<file path="config.mk">
export PLATFORM = sky130hd
export DESIGN_NAME = mm_merge_flat
export DESIGN_NICKNAME = d
export VERILOG_FILES = /design/src/rtl/matrix_4x4_multiply_core_assert.svh /design/src/rtl/mm_pkg.sv /design/src/rtl/mm_if.sv /design/src/rtl/mm_merge.sv /design/src/flat_wrapper.sv
export SDC_FILE = /design/constraint.sdc
export NUM_CORES = 1
export LEC_CHECK = 0
export BUFFER_PORTS_ARGS = -buffer_cell sky130_fd_sc_hd__buf_2
export CAP_MARGIN = 10
export CORE_AREA = 2 2 157 159
export DETAILED_ROUTE_END_ITERATION = 12
export DIE_AREA = 0 0 159 161
export GPL_TIMING_DRIVEN = 0
export PLACE_DENSITY = 0.54
export SLEW_MARGIN = 25
export SYNTH_ARGS = -nofsm -noshare
export SYNTH_HDL_FRONTEND = slang
export SYNTH_SLANG_ARGS = --single-unit
</file>
<file path="constraint.sdc">
create_clock -name clk -period 5.9 [get_ports clk]
set_input_delay 0.885 -clock clk [delete_from_list [all_inputs] [get_ports clk]]
set_output_delay 0.885 -clock clk [all_outputs]
set_load 0.03 [all_outputs]
</file>
<file path="src/rtl/matrix_4x4_multiply_core_assert.svh">
// ----------------------------------------------------------------------------
// Assertion macros for the 4x4 matrix multiply core
// Clocked on clk, disabled while rst_n is low.
// ----------------------------------------------------------------------------
`ifndef MATRIX_4X4_MULTIPLY_CORE_ASSERT_SVH
`define MATRIX_4X4_MULTIPLY_CORE_ASSERT_SVH

// same-cycle implication
`define MM_ASSERT_IMP(lbl, ante, cons, msg) \
  lbl: assert property (@(posedge clk) disable iff (!rst_n) (ante) |-> (cons)) \
    else $error(msg);

// next-cycle implication
`define MM_ASSERT_NXT(lbl, ante, cons, msg) \
  lbl: assert property (@(posedge clk) disable iff (!rst_n) (ante) |=> (cons)) \
    else $error(msg);

`endif

</file>
<file path="src/rtl/mm_pkg.sv">
// ----------------------------------------------------------------------------
// mm_pkg
// Types and constants shared by the 4x4 fixed-point matrix multiply core.
// ----------------------------------------------------------------------------
package mm_pkg;

  localparam int DIM       = 4;
  localparam int FRAC_BITS = 16;
  localparam int ELEM_W    = 32;
  localparam int ROW_W     = 2;
  localparam int PROD_W    = 2 * ELEM_W;
  localparam int SUM_W     = PROD_W + $clog2(DIM);

  typedef logic signed [ELEM_W-1:0] elem_t;
  typedef logic signed [PROD_W-1:0] prod_t;
  typedef logic signed [SUM_W-1:0]  sum_t;
  typedef logic        [ROW_W-1:0]  row_t;

  typedef enum logic {
    CMD_LOAD = 1'b0,
    CMD_MUL  = 1'b1
  } cmd_t;

  // lane pipeline enables
  typedef struct packed {
    logic en_mul;
    logic en_sum;
  } lane_ctrl_t;

  // output stage control
  typedef struct packed {
    logic adv;
    logic vld;
  } merge_ctrl_t;

endpackage

</file>
<file path="src/rtl/mm_if.sv">


interface mm_out_if;
  logic          valid;
  logic          ready;
  mm_pkg::row_t  out_row;
  mm_pkg::elem_t res_0;
  mm_pkg::elem_t res_1;
  mm_pkg::elem_t res_2;
  mm_pkg::elem_t res_3;

  modport source (output valid, out_row, res_0, res_1, res_2, res_3,
                  input ready);
  modport sink   (input valid, out_row, res_0, res_1, res_2, res_3,
                  output ready);
endinterface

</file>
<file path="src/rtl/mm_merge.sv">
// ----------------------------------------------------------------------------
// mm_merge
// Gathers the lane sums into one result row: shift, saturate, output register.
// ----------------------------------------------------------------------------
module mm_merge (
  input  logic                clk,
  input  logic                rst_n,
  input  mm_pkg::merge_ctrl_t ctrl,
  input  mm_pkg::row_t        row,
  input  mm_pkg::sum_t        sums [mm_pkg::DIM],
  mm_out_if.source            out_ch
);

  localparam int HI_W = mm_pkg::SUM_W - mm_pkg::ELEM_W + 1;

  function automatic mm_pkg::elem_t shift_sat(input mm_pkg::sum_t s);
    mm_pkg::sum_t    sh;
    logic [HI_W-1:0] hi;
    sh = s >>> mm_pkg::FRAC_BITS;
    hi = sh[mm_pkg::SUM_W-1:mm_pkg::ELEM_W-1];
    if ((&hi) || !(|hi)) begin
      shift_sat = sh[mm_pkg::ELEM_W-1:0];
    end else if (sh[mm_pkg::SUM_W-1]) begin
      shift_sat = {1'b1, {(mm_pkg::ELEM_W-1){1'b0}}};
    end else begin
      shift_sat = {1'b0, {(mm_pkg::ELEM_W-1){1'b1}}};
    end
  endfunction

  logic          out_valid_r;
  mm_pkg::row_t  out_row_r;
  mm_pkg::elem_t res_r   [mm_pkg::DIM];
  mm_pkg::elem_t res_nxt [mm_pkg::DIM];

  always_comb begin
    for (int j = 0; j < mm_pkg::DIM; j++) begin
      res_nxt[j] = shift_sat(sums[j]);
    end
  end

  always_ff @(posedge clk) begin
    if (!rst_n) begin
      out_valid_r <= 1'b0;
    end else if (ctrl.adv) begin
      out_valid_r <= ctrl.vld;
    end
  end

  // hold the row while the receiver stalls
  always_ff @(posedge clk) begin
    if (ctrl.adv && ctrl.vld) begin
      out_row_r <= row;
      res_r     <= res_nxt;
    end
  end

  assign out_ch.valid   = out_valid_r;
  assign out_ch.out_row = out_row_r;
  assign out_ch.res_0   = res_r[0];
  assign out_ch.res_1   = res_r[1];
  assign out_ch.res_2   = res_r[2];
  assign out_ch.res_3   = res_r[3];

endmodule
</file>
<file path="src/flat_wrapper.sv">
// flat-port wrapper written by rule: the top's interface ports become plain ports
module mm_merge_flat 
  (clk, rst_n, ctrl, row, sums, out_ch_valid, out_ch_out_row, out_ch_res_0, out_ch_res_1, out_ch_res_2, out_ch_res_3, out_ch_ready);
  mm_out_if out_ch_i ();
  input  logic clk;
  input  logic rst_n;
  input  mm_pkg::merge_ctrl_t ctrl;
  input  mm_pkg::row_t row;
  input  mm_pkg::sum_t sums[mm_pkg::DIM];
  output wire logic [$bits(out_ch_i.valid)-1:0] out_ch_valid;
  output wire logic [$bits(out_ch_i.out_row)-1:0] out_ch_out_row;
  output wire logic [$bits(out_ch_i.res_0)-1:0] out_ch_res_0;
  output wire logic [$bits(out_ch_i.res_1)-1:0] out_ch_res_1;
  output wire logic [$bits(out_ch_i.res_2)-1:0] out_ch_res_2;
  output wire logic [$bits(out_ch_i.res_3)-1:0] out_ch_res_3;
  input wire logic [$bits(out_ch_i.ready)-1:0] out_ch_ready;
  assign out_ch_valid = out_ch_i.valid;
  assign out_ch_out_row = out_ch_i.out_row;
  assign out_ch_res_0 = out_ch_i.res_0;
  assign out_ch_res_1 = out_ch_i.res_1;
  assign out_ch_res_2 = out_ch_i.res_2;
  assign out_ch_res_3 = out_ch_i.res_3;
  assign out_ch_i.ready = out_ch_ready;
  mm_merge u_core (.clk(clk), .rst_n(rst_n), .ctrl(ctrl), .row(row), .sums(sums), .out_ch(out_ch_i));
endmodule
</file>
==> results of run 1 <==
[final cells by class]
type                    instances  area [sq um]
fillers                      2444         15500
flip-flops and latches        131          3920
repair buffers                338          1740
multi-input cells             187          1490
clock buffers                  18           429
well taps                     324           405
plain buffers                  28           267
clock inverters                14           256
diodes                          2          5.00
[layer usage]
metal | wire [microns] | global-route usage [%]
met1 | 6610 | 14.9
met3 | 1360 | 4.93
met2 | 8190 | 21.4
met4 | 357 | 5.12
met5 | 38 | 0
[path summary, 6_finish.rpt]
kind	depth (start not counted)	slack, ns	end
worst max register to register	2	5.20	u_core.out_ch.valid
worst max-delay path	7	3.66	u_core.out_ch.res_0[20]
worst min-delay path	2	0.60	u_core.out_ch.valid
worst min register to register	2	0.60	u_core.out_ch.valid
[per-stage QoR]
step                setup WS, ns  power (uW)  hold slack, ns  cells  utilization [%]
finish                      3.66        2720           0.605   1042             35.5
global route                3.53        2820           0.625   1041             35.5
CTS                         3.60        2770           0.602   1040             35.5
detailed placement          3.15        1490           0.574   1008             32.6
global placement          -0.188        1490           0.560   1006             32.4
floorplan                   1.52        1330           0.747    346                -
[layout by cell type (no fill, tap or decap), drive strengths merged]
cell type | netlist | routed
clkbuf | 1 | 19
o21a | 1 | 1
nor4 | 20 | 20
clkinv | 0 | 5
a21o | 124 | 124
a311oi | 4 | 4
diode | 0 | 2
bufinv | 0 | 7
nor2 | 8 | 8
and3 | 4 | 4
nor2b | 1 | 1
inv | 0 | 2
edfxtp | 130 | 130
a31o | 4 | 4
nand4 | 20 | 20
buf | 24 | 362
dlygate4sd3 | 3 | 3
dfxtp | 1 | 1
and2 | 1 | 1
[flip-flops by register name, indices dropped and copies added, names as in the netlist]
signal                 count
u_core.out_ch.out_row      2
u_core.out_ch.res_0       32
u_core.out_ch.res_1       32
u_core.out_ch.res_3       32
u_core.out_ch.res_2       32
u_core.out_ch.valid        1
[critical path: stages]
cell and delay, ns:
buf_2 0.11, nor4_1 0.46, nand4_1 0.18, nor4_2 0.23, a311oi_1 0.15, buf_2 0.23, a21o_1 0.17
[kinds of logic after synthesis]
logic type             share of synthesized area, %
flip-flops                                     69.1
AND/OR/NAND/NOR                                6.04
buffers and inverters                          4.69
AO/OA/AOI/OAI                                  20.1
[report_power, final]
group          total (uW)  switching [uW]  internal [uW]
Clock                1250             418            836
Sequential           1110            13.0           1090
Combinational         356             223            134
Total                2720             654           2060
==> results_dict.tcl, run 1 <==
set metrics [dict create \
    cp-start-kind "input pin" \
    fin_area_sq_um 8510 \
    die_w_microns 159 \
    vias 4421 \
    clockBufferDepth 2 \
    pin_count 402 \
    syn_avg_cell_area_sq_um 16.4 \
    status "complete, no violations" \
    grt_pass1_wl_microns 25400 \
    yosysSeqAreaShare_pct 69.1 \
    postSynth.asyncResetShare_pct 0 \
    cts_made_buffers 17 \
    synth_top_area_share_pct 68.8 \
    skew_ns 0 \
    yosysMostFrequentCell "edfxtp_1" \
    min_path_type "flop to flop" \
    drv_slew 0 \
    synth_edf_count 130 \
    via_per_inst 4.24 \
    p_leak_uw 0.00392 \
    finalHoldViolations 0 \
    min_period_ns 2.24 \
    synth-main-ff-cell "edfxtp_1" \
    std_cell_rows 57 \
    synth_seq_cells 131 \
    yosys.area.top_type "edfxtp_1" \
    dr.pass1.iters 4 \
    crit_type "input pin to flop" \
    start_util_pct 23.7 \
    clk_latency_ns 0.41 \
    max_slew.worst_pin.slew_ns 0.648 \
    post_cts_buffers 0 \
    yosys-top-cells-count "130 x edfxtp_1, 93 x a21o_2, 31 x a21o_1" \
    hold_buffers 0 \
    cts_tree "yes" \
    setup_violations 0 \
    syn2layout_area_growth_pct 49.9 \
    cts_resized 0 \
    max-cap-violations 0 \
    cts_htree_levels 4 \
    grt_max_degree 49 \
    drt_iter0_drc 224 \
    wl_per_cell_microns 15.9 \
    cp_max_fo 10 \
    postSynthCellCount 346 \
    yosysWarnings 0 \
    place_area_sq_um 7820 \
    yosysUniqueCellTypes 19 \
    grt_pass1_vias 4603 \
    coreArea_sq_um 24000 \
    cts-root-buf "clkbuf_16" \
    antenna_found_initial 5 \
    rsz0062_at_grt "no" \
    hpwl_microns 12500 \
    synth_nets 617 \
    wl_microns 16600 \
    setup_tns_ns 0 \
    netlist_area_sq_um 5680 \
    grt.total_usage_pct 12.8 \
    drive_gt1_share_pct 69.1 \
    cts.clk_slew.worst_paths_ns 0.06 \
    finalCritPeriodShare_pct 38.0 \
    end_kind "flop" \
    cp.required_ns 6.06 \
    worstHoldStart "u_core.out_ch.valid" \
    nNetsFinal 974 \
    powerDensity_nw_per_um2 319 \
    worstPathArrival_ns 2.41 \
    slew_headroom_pct 56.8 \
    vdd_drop_max_mv 0.148 \
    cp-startpoint "sums[251]" \
    drc 0 \
    tritoncts_num_sinks 131 \
    die_area_sq_um 25600 \
    chipHeight_microns 161 \
    place.gp.congestion 0.789 \
    gr-total-overflow 0 \
    max_freq_mhz 446 \
    ys_top_cells_by_area "edfxtp_1 69%, a21o_2 14%, a21o_1 4.1%" \
    ant_nets 0 \
    r2r_start "u_core.out_ch.valid" \
    port_buffers 336 \
]
(Power assumes the default switching activity.)
==> inputs of run 2 (changes only) <==
clock period = 2.3 ns   (was 5.9 ns; I/O delays follow)
==> run 2 against run 1 <==
Effect of this change: clock skew stayed put; first-iteration DRC count is 0.45% higher; hold slack worse by 0.49 ns; clock-buffer cell count stayed put; wire length is 4.0% lower; global-route usage is 0.61 points lower; critical path type unchanged; design area is 1.2% lower; clock power is 120% higher; non-clock buffer count stayed put; worst setup slack worse by 2.9 ns; highest routed layer is now met4.
==> results_dict.tcl, run 2 (synthesized netlist as in run 1, its figures left out) <==
set metrics [dict create \
    max_slew.worst_pin.slew_ns 0.609 \
    cp.required_ns 2.46 \
    slew_headroom_pct 59.4 \
    vdd_drop_max_mv 0.408 \
    coreArea_sq_um 24000 \
    cts_resized 0 \
    wl_per_cell_microns 15.3 \
    port_buffers 336 \
    cts_htree_levels 4 \
    worstHoldPathCells 1 \
    ant_nets 0 \
    clk_latency_ns 0.41 \
    cp-start-kind "input pin" \
    skew_ns 0 \
    nNetsFinal 974 \
    finalCritPeriodShare_pct 66.4 \
    drc 0 \
    regToRegEndpoint "u_core.out_ch.valid" \
    final_core_util_pct 35.1 \
    cts_tree "yes" \
    cp_max_fo 10 \
    syn2layout_area_growth_pct 48.1 \
    cts.clk_slew.worst_paths_ns 0.06 \
    grt.total_usage_pct 12.2 \
    antenna_found_initial 1 \
    wl_microns 15900 \
    vias 4405 \
    start_util_pct 23.7 \
    crit_family "simple AND/OR/NAND/NOR gates" \
    hold_buffers 0 \
    end_kind "flop" \
    max_stage_delay_ns 0.29 \
    die_area_sq_um 25600 \
    dr.pass1.iters 4 \
    max_freq_mhz 654 \
    crit_path_top_delay_cell "nor4_1" \
    r2r_start "u_core.out_ch.valid" \
    reg2reg_slack_ns 1.62 \
    final_cell_mix "342 x buf_2, 130 x edfxtp_1, 93 x a21o_2" \
    power.total_uw 6510 \
    place_area_sq_um 7810 \
    drv_slew 0 \
    rsz0062_at_grt "no" \
    reg2reg_depth 2 \
    grt_max_degree 49 \
    hpwl_microns 12000 \
    crit_type "input pin to flop" \
    final_common_cell "buf_2" \
    worst-path-buf-inv 2 \
    fin_area_sq_um 8410 \
    max-cap-violations 0 \
    powerDensity_nw_per_um2 775 \
    min_period_ns 1.53 \
    grt_pass1_vias 4597 \
    post_cts_buffers 0 \
    setup_violations 0 \
    tritoncts_num_sinks 131 \
    finalHoldViolations 0 \
    std_cell_rows 57 \
    die_w_microns 159 \
    setup_tns_ns 0 \
    pin_count 402 \
    worstHoldStart "row[1]" \
    min_path_type "input pin to flop" \
    holdPathEnd "u_core.out_ch.out_row[1]" \
    drt_iter0_drc 225 \
    crit_cells 7 \
    via_per_inst 4.23 \
    drive_gt1_share_pct 69.1 \
    grt_pass1_wl_microns 24500 \
    clockBufferDepth 2 \
    cts_made_buffers 17 \
    worstPathArrival_ns 1.69 \
    path_cells "buf_2 -> nor4_1 -> nand4_1 -> nor4_2 -> a311oi_2 -> buf_6 -> a21o_2" \
    cts-root-buf "clkbuf_16" \
    gr-total-overflow 0 \
    p_leak_uw 0.00386 \
    status "complete, no violations" \
    chipHeight_microns 161 \
    place.gp.congestion 0.780 \
]
==> run 2: changes by cell type in the layout (fill, tap and decap cells not counted), sizes merged <==
cell / before / now
diode: 2 / 1
inv: 2 / 1
clkinv: 5 / 6
clkinvlp: 0 / 4
bufinv: 7 / 3
==> run 2: worst register-to-register path: cells and delay by family (launching register included) <==
family	cells	cell delay (ns)
flops	1	0.31
compound gates	1	0.15
simple gates	1	0.12
==> run 2: final cells by class <==
| class | count | area (sq um) |
|---|---|---|
| sequential | 131 | 3920 |
| multi-input combinational | 187 | 1490 |
| buffer | 28 | 267 |
| tap | 324 | 405 |
| clock buffer | 18 | 429 |
| timing repair buffer | 338 | 1730 |
| fill | 2435 | 15600 |
| clock inverter | 14 | 163 |
| antenna | 1 | 2.50 |
==> run 2: layer usage <==
layer	global-route usage (%)	share of wire [%]
met5	0	0
met4	4.88	2.0
met3	4.83	8.7
met2	20.3	49
met1	14.2	40
==> run 2: report_power, final <==
group	total [uW]	internal, uW	leakage, uW	switching (uW)
sequential	2840	2800	0.00123	33.9
combinational	912	341	0.00235	571
clock	2760	1700	0.000275	1070
==> run 2: worst max path at each step <==
stage / startpoint / end / slack, ns
finish: sums[182] / u_core.out_ch.res_1[15] / 0.77
global route: sums[65] / u_core.out_ch.res_3[21] / 0.64
CTS: sums[259] / u_core.out_ch.res_0[10] / 0.78
detailed placement: sums[182] / u_core.out_ch.res_1[15] / 0.33
global placement: ctrl[1] / u_core.out_ch.res_0[3] / 0.01
floorplan: ctrl[1] / u_core.out_ch.out_row[0] / 0.58
==> run 2: through the flow <==
stage	setup WS, ns	hold WS [ns]	std cells
finish	0.772	0.112	1041
global route	0.639	0.0904	1041
floorplan	0.583	0.444	346
global placement	0.0132	0.522	1006
CTS	0.780	0.0826	1040
detailed placement	0.330	0.524	1008
